==> config.mk <==
export PLATFORM = sky130hd
export DESIGN_NAME = descriptor_slot_allocator
export DESIGN_NICKNAME = d
export VERILOG_FILES = /design/src/dsa_pkg.sv /design/src/dsa_ctrl.sv /design/src/dsa_dpath.sv /design/src/descriptor_slot_allocator.sv
export SDC_FILE = /design/constraint.sdc
export NUM_CORES = 2
export LEC_CHECK = 0
export ABC_AREA = 0
export BUFFER_PORTS_ARGS = -buffer_cell sky130_fd_sc_hd__buf_4
export CAP_MARGIN = 20
export CORE_UTILIZATION = 45
export DETAILED_ROUTE_END_ITERATION = 10
export GPL_TIMING_DRIVEN = 0
export SKIP_CTS_REPAIR_TIMING = 1
export SYNTH_ARGS = -nofsm -noshare
export SYNTH_HDL_FRONTEND = slang
export SYNTH_SLANG_ARGS = --single-unit
==> constraint.sdc <==
create_clock -name clk -period 29.5 [get_ports clk]
set_input_delay 1.475 -clock clk [delete_from_list [all_inputs] [get_ports clk]]
set_output_delay 1.475 -clock clk [all_outputs]
set_load 0.01 [all_outputs]
==> src/dsa_pkg.sv <==
// Shared types and constants of the descriptor slot allocator.
package dsa_pkg;

  localparam int MAX_SLOTS    = 64;
  localparam int IDX_W        = $clog2(MAX_SLOTS);
  localparam int CNT_W        = IDX_W + 1;
  localparam int ADDR_W       = 64;
  localparam int INC_W        = 16;
  localparam int SLOT_COUNT_W = 7;
  localparam int STATUS_W     = 3;
  localparam int MODE_W       = 2;
  localparam int CFG_INDEX_W  = 2;
  localparam int PROD_W       = IDX_W + INC_W;
  localparam int DIV_BITS     = 8;
  localparam int DIV_STEPS    = ADDR_W / DIV_BITS;
  localparam int DIV_CNT_W    = $clog2(DIV_STEPS);

  localparam logic [INC_W-1:0]        INC_RESET        = INC_W'(32);
  localparam logic [SLOT_COUNT_W-1:0] SLOT_COUNT_RESET = SLOT_COUNT_W'(64);

  localparam logic [CFG_INDEX_W-1:0] CFG_CPU_BASE   = CFG_INDEX_W'(0);
  localparam logic [CFG_INDEX_W-1:0] CFG_GPU_BASE   = CFG_INDEX_W'(1);
  localparam logic [CFG_INDEX_W-1:0] CFG_INCREMENT  = CFG_INDEX_W'(2);
  localparam logic [CFG_INDEX_W-1:0] CFG_SLOT_COUNT = CFG_INDEX_W'(3);

  localparam logic [MODE_W-1:0] MODE_ALLOC  = MODE_W'(0);
  localparam logic [MODE_W-1:0] MODE_FREE   = MODE_W'(1);
  localparam logic [MODE_W-1:0] MODE_REINIT = MODE_W'(2);

  localparam logic [STATUS_W-1:0] ST_OK       = STATUS_W'(0);
  localparam logic [STATUS_W-1:0] ST_EMPTY    = STATUS_W'(1);
  localparam logic [STATUS_W-1:0] ST_MISMATCH = STATUS_W'(2);
  localparam logic [STATUS_W-1:0] ST_RANGE    = STATUS_W'(3);
  localparam logic [STATUS_W-1:0] ST_OVERFLOW = STATUS_W'(4);

  typedef enum logic [2:0] {
    S_IDLE,
    S_DECODE,
    S_RD,
    S_MUL,
    S_ADD,
    S_DIV,
    S_CHECK,
    S_OUT
  } state_t;

  typedef struct packed {
    logic                capture;
    logic                pop;
    logic                take_fresh;
    logic                load_slot;
    logic                mul;
    logic                add;
    logic                div_step;
    logic                push;
    logic                reinit;
    logic                res_err;
    logic [STATUS_W-1:0] res_code;
    logic                res_free;
    logic                load_out;
  } dsa_cmd_t;

  typedef struct packed {
    logic [MODE_W-1:0] mode;
    logic              stack_nonempty;
    logic              fresh_avail;
    logic              inc_zero;
    logic              div_last;
    logic              quot_mismatch;
    logic              quot_range;
    logic              overflow;
    logic              out_free;
  } dsa_sts_t;

endpackage

==> src/dsa_ctrl.sv <==
// Sequencer of the descriptor slot allocator.
module dsa_ctrl (
  input  logic              clk,
  input  logic              rst,
  input  logic              in_valid,
  output logic              in_stall,
  input  dsa_pkg::dsa_sts_t sts,
  output dsa_pkg::dsa_cmd_t cmd
);

  dsa_pkg::state_t state;
  dsa_pkg::state_t state_next;

  always_ff @(posedge clk) begin
    if (rst) begin
      state <= dsa_pkg::S_IDLE;
    end else begin
      state <= state_next;
    end
  end

  assign in_stall = (state != dsa_pkg::S_IDLE);

  always_comb begin
    state_next = state;
    case (state)
      dsa_pkg::S_IDLE: begin
        if (in_valid) state_next = dsa_pkg::S_DECODE;
      end
      dsa_pkg::S_DECODE: begin
        case (sts.mode)
          dsa_pkg::MODE_ALLOC: begin
            if (sts.stack_nonempty) state_next = dsa_pkg::S_RD;
            else if (sts.fresh_avail) state_next = dsa_pkg::S_MUL;
            else state_next = dsa_pkg::S_OUT;
          end
          dsa_pkg::MODE_FREE: begin
            state_next = sts.inc_zero ? dsa_pkg::S_OUT : dsa_pkg::S_DIV;
          end
          default: state_next = dsa_pkg::S_OUT;
        endcase
      end
      dsa_pkg::S_RD:    state_next = dsa_pkg::S_MUL;
      dsa_pkg::S_MUL:   state_next = dsa_pkg::S_ADD;
      dsa_pkg::S_ADD:   state_next = dsa_pkg::S_OUT;
      dsa_pkg::S_DIV: begin
        if (sts.div_last) state_next = dsa_pkg::S_CHECK;
      end
      dsa_pkg::S_CHECK: state_next = dsa_pkg::S_OUT;
      dsa_pkg::S_OUT: begin
        if (sts.out_free) state_next = dsa_pkg::S_IDLE;
      end
      default: state_next = dsa_pkg::S_IDLE;
    endcase
  end

  always_comb begin
    cmd = '0;
    cmd.res_code = dsa_pkg::ST_OK;
    case (state)
      dsa_pkg::S_IDLE: begin
        cmd.capture = in_valid;
      end
      dsa_pkg::S_DECODE: begin
        case (sts.mode)
          dsa_pkg::MODE_ALLOC: begin
            if (sts.stack_nonempty) begin
              cmd.pop = 1'b1;
            end else if (sts.fresh_avail) begin
              cmd.take_fresh = 1'b1;
            end else begin
              cmd.res_err  = 1'b1;
              cmd.res_code = dsa_pkg::ST_EMPTY;
            end
          end
          dsa_pkg::MODE_FREE: begin
            if (sts.inc_zero) begin
              cmd.res_err  = 1'b1;
              cmd.res_code = dsa_pkg::ST_RANGE;
            end
          end
          dsa_pkg::MODE_REINIT: begin
            cmd.reinit  = 1'b1;
            cmd.res_err = 1'b1;
          end
          default: begin
            cmd.res_err = 1'b1;
          end
        endcase
      end
      dsa_pkg::S_RD:  cmd.load_slot = 1'b1;
      dsa_pkg::S_MUL: cmd.mul = 1'b1;
      dsa_pkg::S_ADD: cmd.add = 1'b1;
      dsa_pkg::S_DIV: cmd.div_step = 1'b1;
      dsa_pkg::S_CHECK: begin
        if (sts.quot_mismatch) begin
          cmd.res_err  = 1'b1;
          cmd.res_code = dsa_pkg::ST_MISMATCH;
        end else if (sts.quot_range) begin
          cmd.res_err  = 1'b1;
          cmd.res_code = dsa_pkg::ST_RANGE;
        end else if (sts.overflow) begin
          cmd.res_err  = 1'b1;
          cmd.res_code = dsa_pkg::ST_OVERFLOW;
        end else begin
          cmd.push     = 1'b1;
          cmd.res_free = 1'b1;
        end
      end
      dsa_pkg::S_OUT: cmd.load_out = sts.out_free;
      default: ;
    endcase
  end

endmodule

==> src/dsa_dpath.sv <==
// Datapath: config registers, slot counters, freed-slot stack, divider, handle math.
module dsa_dpath (
  input  logic                              clk,
  input  logic                              rst,
  input  logic                              cfg_valid,
  output logic                              cfg_ready,
  input  logic [dsa_pkg::CFG_INDEX_W-1:0]   cfg_index,
  input  logic [dsa_pkg::ADDR_W-1:0]        cfg_data,
  input  logic [dsa_pkg::MODE_W-1:0]        mode,
  input  logic [dsa_pkg::ADDR_W-1:0]        cpu_address,
  input  logic [dsa_pkg::ADDR_W-1:0]        gpu_address,
  output logic                              out_valid,
  input  logic                              out_stall,
  output logic [dsa_pkg::STATUS_W-1:0]      status,
  output logic [dsa_pkg::IDX_W-1:0]         slot_index,
  output logic [dsa_pkg::ADDR_W-1:0]        cpu_handle,
  output logic [dsa_pkg::ADDR_W-1:0]        gpu_handle,
  input  dsa_pkg::dsa_cmd_t                 cmd,
  output dsa_pkg::dsa_sts_t                 sts
);

  logic [dsa_pkg::ADDR_W-1:0]       cpu_base;
  logic [dsa_pkg::ADDR_W-1:0]       gpu_base;
  logic [dsa_pkg::INC_W-1:0]        handle_increment;
  logic [dsa_pkg::SLOT_COUNT_W-1:0] slot_count;

  logic [dsa_pkg::CNT_W-1:0]        freed_count;
  logic [dsa_pkg::CNT_W-1:0]        fresh_next;
  logic [dsa_pkg::IDX_W-1:0]        freed_stack [dsa_pkg::MAX_SLOTS];
  logic [dsa_pkg::IDX_W-1:0]        rd_data;
  logic [dsa_pkg::IDX_W-1:0]        pop_addr;

  logic [dsa_pkg::MODE_W-1:0]       mode_q;
  logic [dsa_pkg::ADDR_W-1:0]       dq_c;
  logic [dsa_pkg::ADDR_W-1:0]       dq_g;
  logic [dsa_pkg::INC_W-1:0]        rem_c;
  logic [dsa_pkg::INC_W-1:0]        rem_g;
  logic [dsa_pkg::DIV_CNT_W-1:0]    div_cnt;
  logic [dsa_pkg::INC_W+dsa_pkg::DIV_BITS-1:0] step_c;
  logic [dsa_pkg::INC_W+dsa_pkg::DIV_BITS-1:0] step_g;

  logic [dsa_pkg::IDX_W-1:0]        slot;
  logic [dsa_pkg::PROD_W-1:0]       prod;
  logic [dsa_pkg::SLOT_COUNT_W-1:0] pool;

  logic [dsa_pkg::STATUS_W-1:0]     res_status;
  logic [dsa_pkg::IDX_W-1:0]        res_idx;
  logic [dsa_pkg::ADDR_W-1:0]       res_cpu;
  logic [dsa_pkg::ADDR_W-1:0]       res_gpu;

  // restoring division, DIV_BITS quotient bits per call
  function automatic logic [dsa_pkg::INC_W+dsa_pkg::DIV_BITS-1:0] div_chunk(
    input logic [dsa_pkg::INC_W-1:0]    rem,
    input logic [dsa_pkg::DIV_BITS-1:0] bits,
    input logic [dsa_pkg::INC_W-1:0]    d
  );
    logic [dsa_pkg::INC_W:0]      r;
    logic [dsa_pkg::DIV_BITS-1:0] q;
    r = {1'b0, rem};
    q = '0;
    for (int i = dsa_pkg::DIV_BITS - 1; i >= 0; i--) begin
      r = {r[dsa_pkg::INC_W-1:0], bits[i]};
      if (r >= {1'b0, d}) begin
        r    = r - {1'b0, d};
        q[i] = 1'b1;
      end
    end
    return {r[dsa_pkg::INC_W-1:0], q};
  endfunction

  assign cfg_ready = 1'b1;

  always_ff @(posedge clk) begin
    if (rst) begin
      cpu_base         <= '0;
      gpu_base         <= '0;
      handle_increment <= dsa_pkg::INC_RESET;
      slot_count       <= dsa_pkg::SLOT_COUNT_RESET;
    end else if (cfg_valid) begin
      case (cfg_index)
        dsa_pkg::CFG_CPU_BASE:   cpu_base <= cfg_data;
        dsa_pkg::CFG_GPU_BASE:   gpu_base <= cfg_data;
        dsa_pkg::CFG_INCREMENT:  handle_increment <= cfg_data[dsa_pkg::INC_W-1:0];
        dsa_pkg::CFG_SLOT_COUNT: slot_count <= cfg_data[dsa_pkg::SLOT_COUNT_W-1:0];
        default: ;
      endcase
    end
  end

  assign pool = (slot_count > dsa_pkg::SLOT_COUNT_W'(dsa_pkg::MAX_SLOTS)) ?
                dsa_pkg::SLOT_COUNT_W'(dsa_pkg::MAX_SLOTS) : slot_count;

  // counters
  always_ff @(posedge clk) begin
    if (rst) begin
      freed_count <= '0;
      fresh_next  <= '0;
    end else if (cmd.reinit) begin
      freed_count <= '0;
      fresh_next  <= '0;
    end else begin
      if (cmd.pop)        freed_count <= freed_count - 1'b1;
      if (cmd.push)       freed_count <= freed_count + 1'b1;
      if (cmd.take_fresh) fresh_next  <= fresh_next + 1'b1;
    end
  end

  // freed-slot stack
  assign pop_addr = dsa_pkg::IDX_W'(freed_count - 1'b1);

  always_ff @(posedge clk) begin
    if (cmd.push) freed_stack[freed_count[dsa_pkg::IDX_W-1:0]] <= dq_c[dsa_pkg::IDX_W-1:0];
    if (cmd.pop)  rd_data <= freed_stack[pop_addr];
  end

  // request capture and divider
  assign step_c = div_chunk(rem_c, dq_c[dsa_pkg::ADDR_W-1 -: dsa_pkg::DIV_BITS],
                            handle_increment);
  assign step_g = div_chunk(rem_g, dq_g[dsa_pkg::ADDR_W-1 -: dsa_pkg::DIV_BITS],
                            handle_increment);

  always_ff @(posedge clk) begin
    if (rst) begin
      div_cnt <= '0;
    end else if (cmd.capture) begin
      div_cnt <= '0;
    end else if (cmd.div_step) begin
      div_cnt <= div_cnt + 1'b1;
    end
  end

  always_ff @(posedge clk) begin
    if (cmd.capture) begin
      mode_q <= mode;
      dq_c   <= cpu_address - cpu_base;
      dq_g   <= gpu_address - gpu_base;
      rem_c  <= '0;
      rem_g  <= '0;
    end else if (cmd.div_step) begin
      dq_c  <= {dq_c[dsa_pkg::ADDR_W-dsa_pkg::DIV_BITS-1:0], step_c[dsa_pkg::DIV_BITS-1:0]};
      dq_g  <= {dq_g[dsa_pkg::ADDR_W-dsa_pkg::DIV_BITS-1:0], step_g[dsa_pkg::DIV_BITS-1:0]};
      rem_c <= step_c[dsa_pkg::INC_W+dsa_pkg::DIV_BITS-1:dsa_pkg::DIV_BITS];
      rem_g <= step_g[dsa_pkg::INC_W+dsa_pkg::DIV_BITS-1:dsa_pkg::DIV_BITS];
    end
  end

  // handle math: slot * increment, then base add
  always_ff @(posedge clk) begin
    if (cmd.take_fresh) slot <= fresh_next[dsa_pkg::IDX_W-1:0];
    if (cmd.load_slot)  slot <= rd_data;
    if (cmd.mul) prod <= dsa_pkg::PROD_W'(slot) * dsa_pkg::PROD_W'(handle_increment);
  end

  // result
  always_ff @(posedge clk) begin
    if (cmd.res_err) begin
      res_status <= cmd.res_code;
      res_idx    <= '0;
      res_cpu    <= '0;
      res_gpu    <= '0;
    end else if (cmd.res_free) begin
      res_status <= dsa_pkg::ST_OK;
      res_idx    <= dq_c[dsa_pkg::IDX_W-1:0];
      res_cpu    <= '0;
      res_gpu    <= '0;
    end else if (cmd.add) begin
      res_status <= dsa_pkg::ST_OK;
      res_idx    <= slot;
      res_cpu    <= cpu_base + dsa_pkg::ADDR_W'(prod);
      res_gpu    <= gpu_base + dsa_pkg::ADDR_W'(prod);
    end
  end

  // output register
  always_ff @(posedge clk) begin
    if (rst) begin
      out_valid <= 1'b0;
    end else if (cmd.load_out) begin
      out_valid <= 1'b1;
    end else if (!out_stall) begin
      out_valid <= 1'b0;
    end
  end

  always_ff @(posedge clk) begin
    if (cmd.load_out) begin
      status     <= res_status;
      slot_index <= res_idx;
      cpu_handle <= res_cpu;
      gpu_handle <= res_gpu;
    end
  end

  always_comb begin
    sts                = '0;
    sts.mode           = mode_q;
    sts.stack_nonempty = (freed_count != '0);
    sts.fresh_avail    = (dsa_pkg::SLOT_COUNT_W'(fresh_next) < pool);
    sts.inc_zero       = (handle_increment == '0);
    sts.div_last       = (div_cnt == dsa_pkg::DIV_CNT_W'(dsa_pkg::DIV_STEPS - 1));
    sts.quot_mismatch  = (dq_c != dq_g);
    sts.quot_range     = (|dq_c[dsa_pkg::ADDR_W-1:dsa_pkg::CNT_W]) ||
                         (dsa_pkg::SLOT_COUNT_W'(dq_c[dsa_pkg::CNT_W-1:0]) >= pool);
    sts.overflow       = (freed_count >= fresh_next) ||
                         (freed_count >= dsa_pkg::CNT_W'(dsa_pkg::MAX_SLOTS));
    sts.out_free       = !out_valid || !out_stall;
  end

  a_freed_le_fresh: assert property (@(posedge clk) disable iff (rst)
    freed_count <= fresh_next)
    else $error("freed count exceeds handed-out slots");

  a_fresh_bound: assert property (@(posedge clk) disable iff (rst)
    fresh_next <= dsa_pkg::CNT_W'(dsa_pkg::MAX_SLOTS))
    else $error("fresh counter past pool depth");

  a_push_pop: assert property (@(posedge clk) disable iff (rst)
    !(cmd.push && cmd.pop))
    else $error("stack push and pop in one cycle");

  a_load_free: assert property (@(posedge clk) disable iff (rst)
    cmd.load_out |-> (!out_valid || !out_stall))
    else $error("output register overwritten while held");

  a_pop_nonempty: assert property (@(posedge clk) disable iff (rst)
    cmd.pop |=> freed_count == $past(freed_count) - 1'b1)
    else $error("pop did not retire one stack entry");

endmodule

==> src/descriptor_slot_allocator.sv <==
// Top level of the descriptor slot allocator.
// LIFO slot allocator: one result beat per request beat. An allocate takes a
// fresh slot, or a slot from the freed stack by a memory read, then does the
// multiply and the base add; a free runs the divider that recovers the
// index from each handle at 8 quotient bits per cycle over 64 bits; a reinit,
// an unused mode, an allocate with no slot left or a free with a zero stride
// goes straight to the result. One request is in work at a time; the output
// register lets the next request enter while a result waits to be taken.
// The config port is always ready; write it only while the block is idle.
module descriptor_slot_allocator (
  input  logic                            clk,
  input  logic                            rst,
  input  logic                            cfg_valid,
  output logic                            cfg_ready,
  input  logic [dsa_pkg::CFG_INDEX_W-1:0] cfg_index,
  input  logic [dsa_pkg::ADDR_W-1:0]      cfg_data,
  input  logic                            in_valid,
  output logic                            in_stall,
  input  logic [dsa_pkg::MODE_W-1:0]      mode,
  input  logic [dsa_pkg::ADDR_W-1:0]      cpu_address,
  input  logic [dsa_pkg::ADDR_W-1:0]      gpu_address,
  output logic                            out_valid,
  input  logic                            out_stall,
  output logic [dsa_pkg::STATUS_W-1:0]    status,
  output logic [dsa_pkg::IDX_W-1:0]       slot_index,
  output logic [dsa_pkg::ADDR_W-1:0]      cpu_handle,
  output logic [dsa_pkg::ADDR_W-1:0]      gpu_handle
);

  dsa_pkg::dsa_cmd_t cmd;
  dsa_pkg::dsa_sts_t sts;

  dsa_ctrl u_ctrl (
    .clk      (clk),
    .rst      (rst),
    .in_valid (in_valid),
    .in_stall (in_stall),
    .sts      (sts),
    .cmd      (cmd)
  );

  dsa_dpath u_dpath (
    .clk         (clk),
    .rst         (rst),
    .cfg_valid   (cfg_valid),
    .cfg_ready   (cfg_ready),
    .cfg_index   (cfg_index),
    .cfg_data    (cfg_data),
    .mode        (mode),
    .cpu_address (cpu_address),
    .gpu_address (gpu_address),
    .out_valid   (out_valid),
    .out_stall   (out_stall),
    .status      (status),
    .slot_index  (slot_index),
    .cpu_handle  (cpu_handle),
    .gpu_handle  (gpu_handle),
    .cmd         (cmd),
    .sts         (sts)
  );

endmodule

==> out/metrics.yaml <==
outcome:
  status: "finished, final reports clean"
setup_path:
  startpoint_type: "register"
  required_ns: 29.96
  cpMostUsedCell: "o21ai_0"
  endpoint_kind: "register"
  cpMaxStageDelayCell: "dfxtp_4"
  r2r-start: "u_dpath.handle_increment[1]"
  crit_type: "register to register"
  critical_path.max_stage_delay_ns: 0.63
  r2r_cells: 110
  cp_data_arrival_time_ns: 28.17
  cp_max_fo: 13
  setup.worst_path.start: "u_dpath.handle_increment[1]"
yosys:
  async_flop_share_pct: 0
  synth_edf_count: 688
  yosysUniqueCellTypes: 98
  syn_area_per_cell_um2: 9.86
  syn_inst: 6688
  synth-seq-area-share_pct: 41.6
  syn_area_mm2: 0.0660
  ys_ff_latch: 1026
  synth_flop_cell: "edfxtp_1"
  syn_nets: 7448
  ys_warn_count: 0
clock_tree:
  clkLatencyLatePin_ns: 0.76
  cts_buffers: 107
  clock_path_buffers: 3
  clkSinkCount: 1026
  clkTransAtPathRegs_ns: 0.07
  htree_levels: 3
  cts_tree: "built"
  clockRootBuffer: "clkbuf_16"
hold_path:
  holdPathStages: 0
  hold_class: "register to register"
  min-delay-start: "u_dpath.res_gpu[35]"
drt:
  ant_nets: 0
  wl_um: 224000
  drc: 0
  drt_first_pass_iters: 6
  wl_per_cell_um: 24.3
  via_per_inst: 5.93
  drtIter0Drc: 5371
  dr_total_vias: 54633
timing:
  setup_viol: 0
  rsz0062_at_grt: "false"
  tns_ns: 0
  slew_headroom_pct: 26.0
  hold_viol_final: 0
  worst_pin_slew_ns: 1.11
  worst_clock_skew_ns: 0.0624
  slew_violations: 0
  period_share_pct: 93.9
  finalCriticalPeriod_ns: 27.71
  fmax_mhz: 36.1
run:
  drv_cap: 0
floorplan:
  die_area_mm2: 0.148
  rows: 140
  start_util_pct: 45.3
  die_h_um: 385
  fp.coreArea_mm2: 0.146
  die_w_um: 385
  num_io_pins: 341
placement:
  port_buffers: 338
  gp_congestion: 0.969
  hpwlAfterDp_um: 179000
layout:
  syn_to_final_growth_pct: 15.1
  nets: 7958
  fillers: 13230
  drive_gt1_share_pct: 12.8
global_route:
  grt_pass1_vias: 52055
  track_usage_pct: 29.6
  grt-ovfl-total: 0
  antenna_found_initial: 17
  grt_pass1_wl_um: 327000
  grt_start_max_net_pins: 100
## cell families after synthesis
logic type | synth area share, %
mux | 7.39
other cells | 0.00569
compound gates | 15.4
xor+xnor | 6.08
flops | 41.6
fa+ha+maj | 11.5
simple gates | 14.2
buf+inv | 3.92
## stage by stage
stage / setup WS (ns) / cell area, µm² / std cells / hold WS, ns / util, %
finish: 1.79 / 75900 / 9215 / 0.420 / 52.2
global route: 0.0525 / 75900 / 9212 / 0.425 / 52.2
CTS: -0.967 / 75600 / 9196 / 0.415 / 51.9
detailed placement: -0.789 / 72000 / 8993 / 0.407 / 49.5
global placement: -1.70 / 70900 / 8943 / 0.406 / 48.7
floorplan: 6.62 / 66000 / 6688 / 0.400 / -
## layer usage
| metal | global-route usage [%] | share of wire [%] | vias up |
|---|---|---|---|
| li1 | - | - | 25382 |
| met1 | 42.6 | 44 | 26691 |
| met2 | 44.3 | 43 | 2249 |
| met3 | 5.39 | 9.2 | 305 |
| met4 | 10.5 | 3.4 | 6 |
| met5 | 0 | 0.016 | - |
## worst paths after layout
check,slack (ns),endpoint
worst max-delay path,1.79,u_dpath.dq_c[0]
worst min-delay path,0.42,u_dpath.gpu_handle[35]
worst max register to register,1.79,u_dpath.dq_c[0]
worst min register to register,0.42,u_dpath.gpu_handle[35]
## cell usage in the layout, fill, tap and decap left out, drive strengths merged, types with 71 or more instances in the layout
| cell type | instances |
|---|---|
| nor2b | 83 |
| dfxtp | 338 |
| o21a | 77 |
| edfxtp | 688 |
| a21oi | 558 |
| mux2 | 119 |
| nand3 | 149 |
| nor3 | 132 |
| clkbuf | 329 |
| xnor2 | 296 |
| nand2 | 774 |
| buf | 451 |
| nand2b | 71 |
| fa | 77 |
| mux4 | 126 |
| xor2 | 162 |
| inv | 427 |
| o21ai | 422 |
| ha | 482 |
| nand4 | 72 |
| a21o | 138 |
| nor2 | 447 |
## area by class of cell
class / count / area [µm²] / area share (%)
Tap cell: 1917 / 2400 / 3.16
Antenna cell: 6 / 15.0 / 0.0198
Multi-Input combinational cell: 4989 / 36000 / 47.4
Clock inverter: 66 / 708 / 0.933
Clock buffer: 137 / 2900 / 3.82
Sequential cell: 1026 / 27400 / 36.1
Inverter: 431 / 1660 / 2.18
Buffer: 232 / 938 / 1.24
Timing Repair Buffer: 411 / 3860 / 5.09
## sequential cells by signal (all words and copies together), names as in the netlist, 22 cells and up
register and count:
u_dpath.dq_c 64, u_dpath.cpu_handle 64, u_dpath.freed_stack 384, u_dpath.res_gpu 64
u_dpath.res_cpu 64, u_dpath.gpu_handle 64, u_dpath.prod 22, u_dpath.dq_g 64
u_dpath.cpu_base 64, u_dpath.gpu_base 64
## cell usage after synthesis, drive strengths merged (71+ instances only)
library cell	count	share of area, %
nor2	447	2.6
nand3	149	1.1
ha	482	9.1
mux2	119	2.1
nand4	72	0.68
nor2b	83	0.79
fa	77	2.3
o21a	77	0.88
clkbuf	202	1.1
mux4	126	4.3
dfxtp	338	10
xor2	162	2.2
o21ai	422	3.2
edfxtp	688	31
a21o	138	1.6
a21oi	558	4.2
nor3	132	1.0
xnor2	296	3.9
nand2	774	4.4
inv	428	2.4
nand2b	71	0.67
## critical path, delay by kind of cell, from the launching register on
family | cells | cell delay, ns
buf+inv | 18 | 3.39
mux | 5 | 1.67
simple gates | 21 | 5.08
flops | 1 | 0.63
compound gates | 58 | 14.23
fa+ha+maj | 8 | 2.37
Power is not shown: default switching activity piles up to over one toggle a cycle in this logic, so the estimate is an artifact.
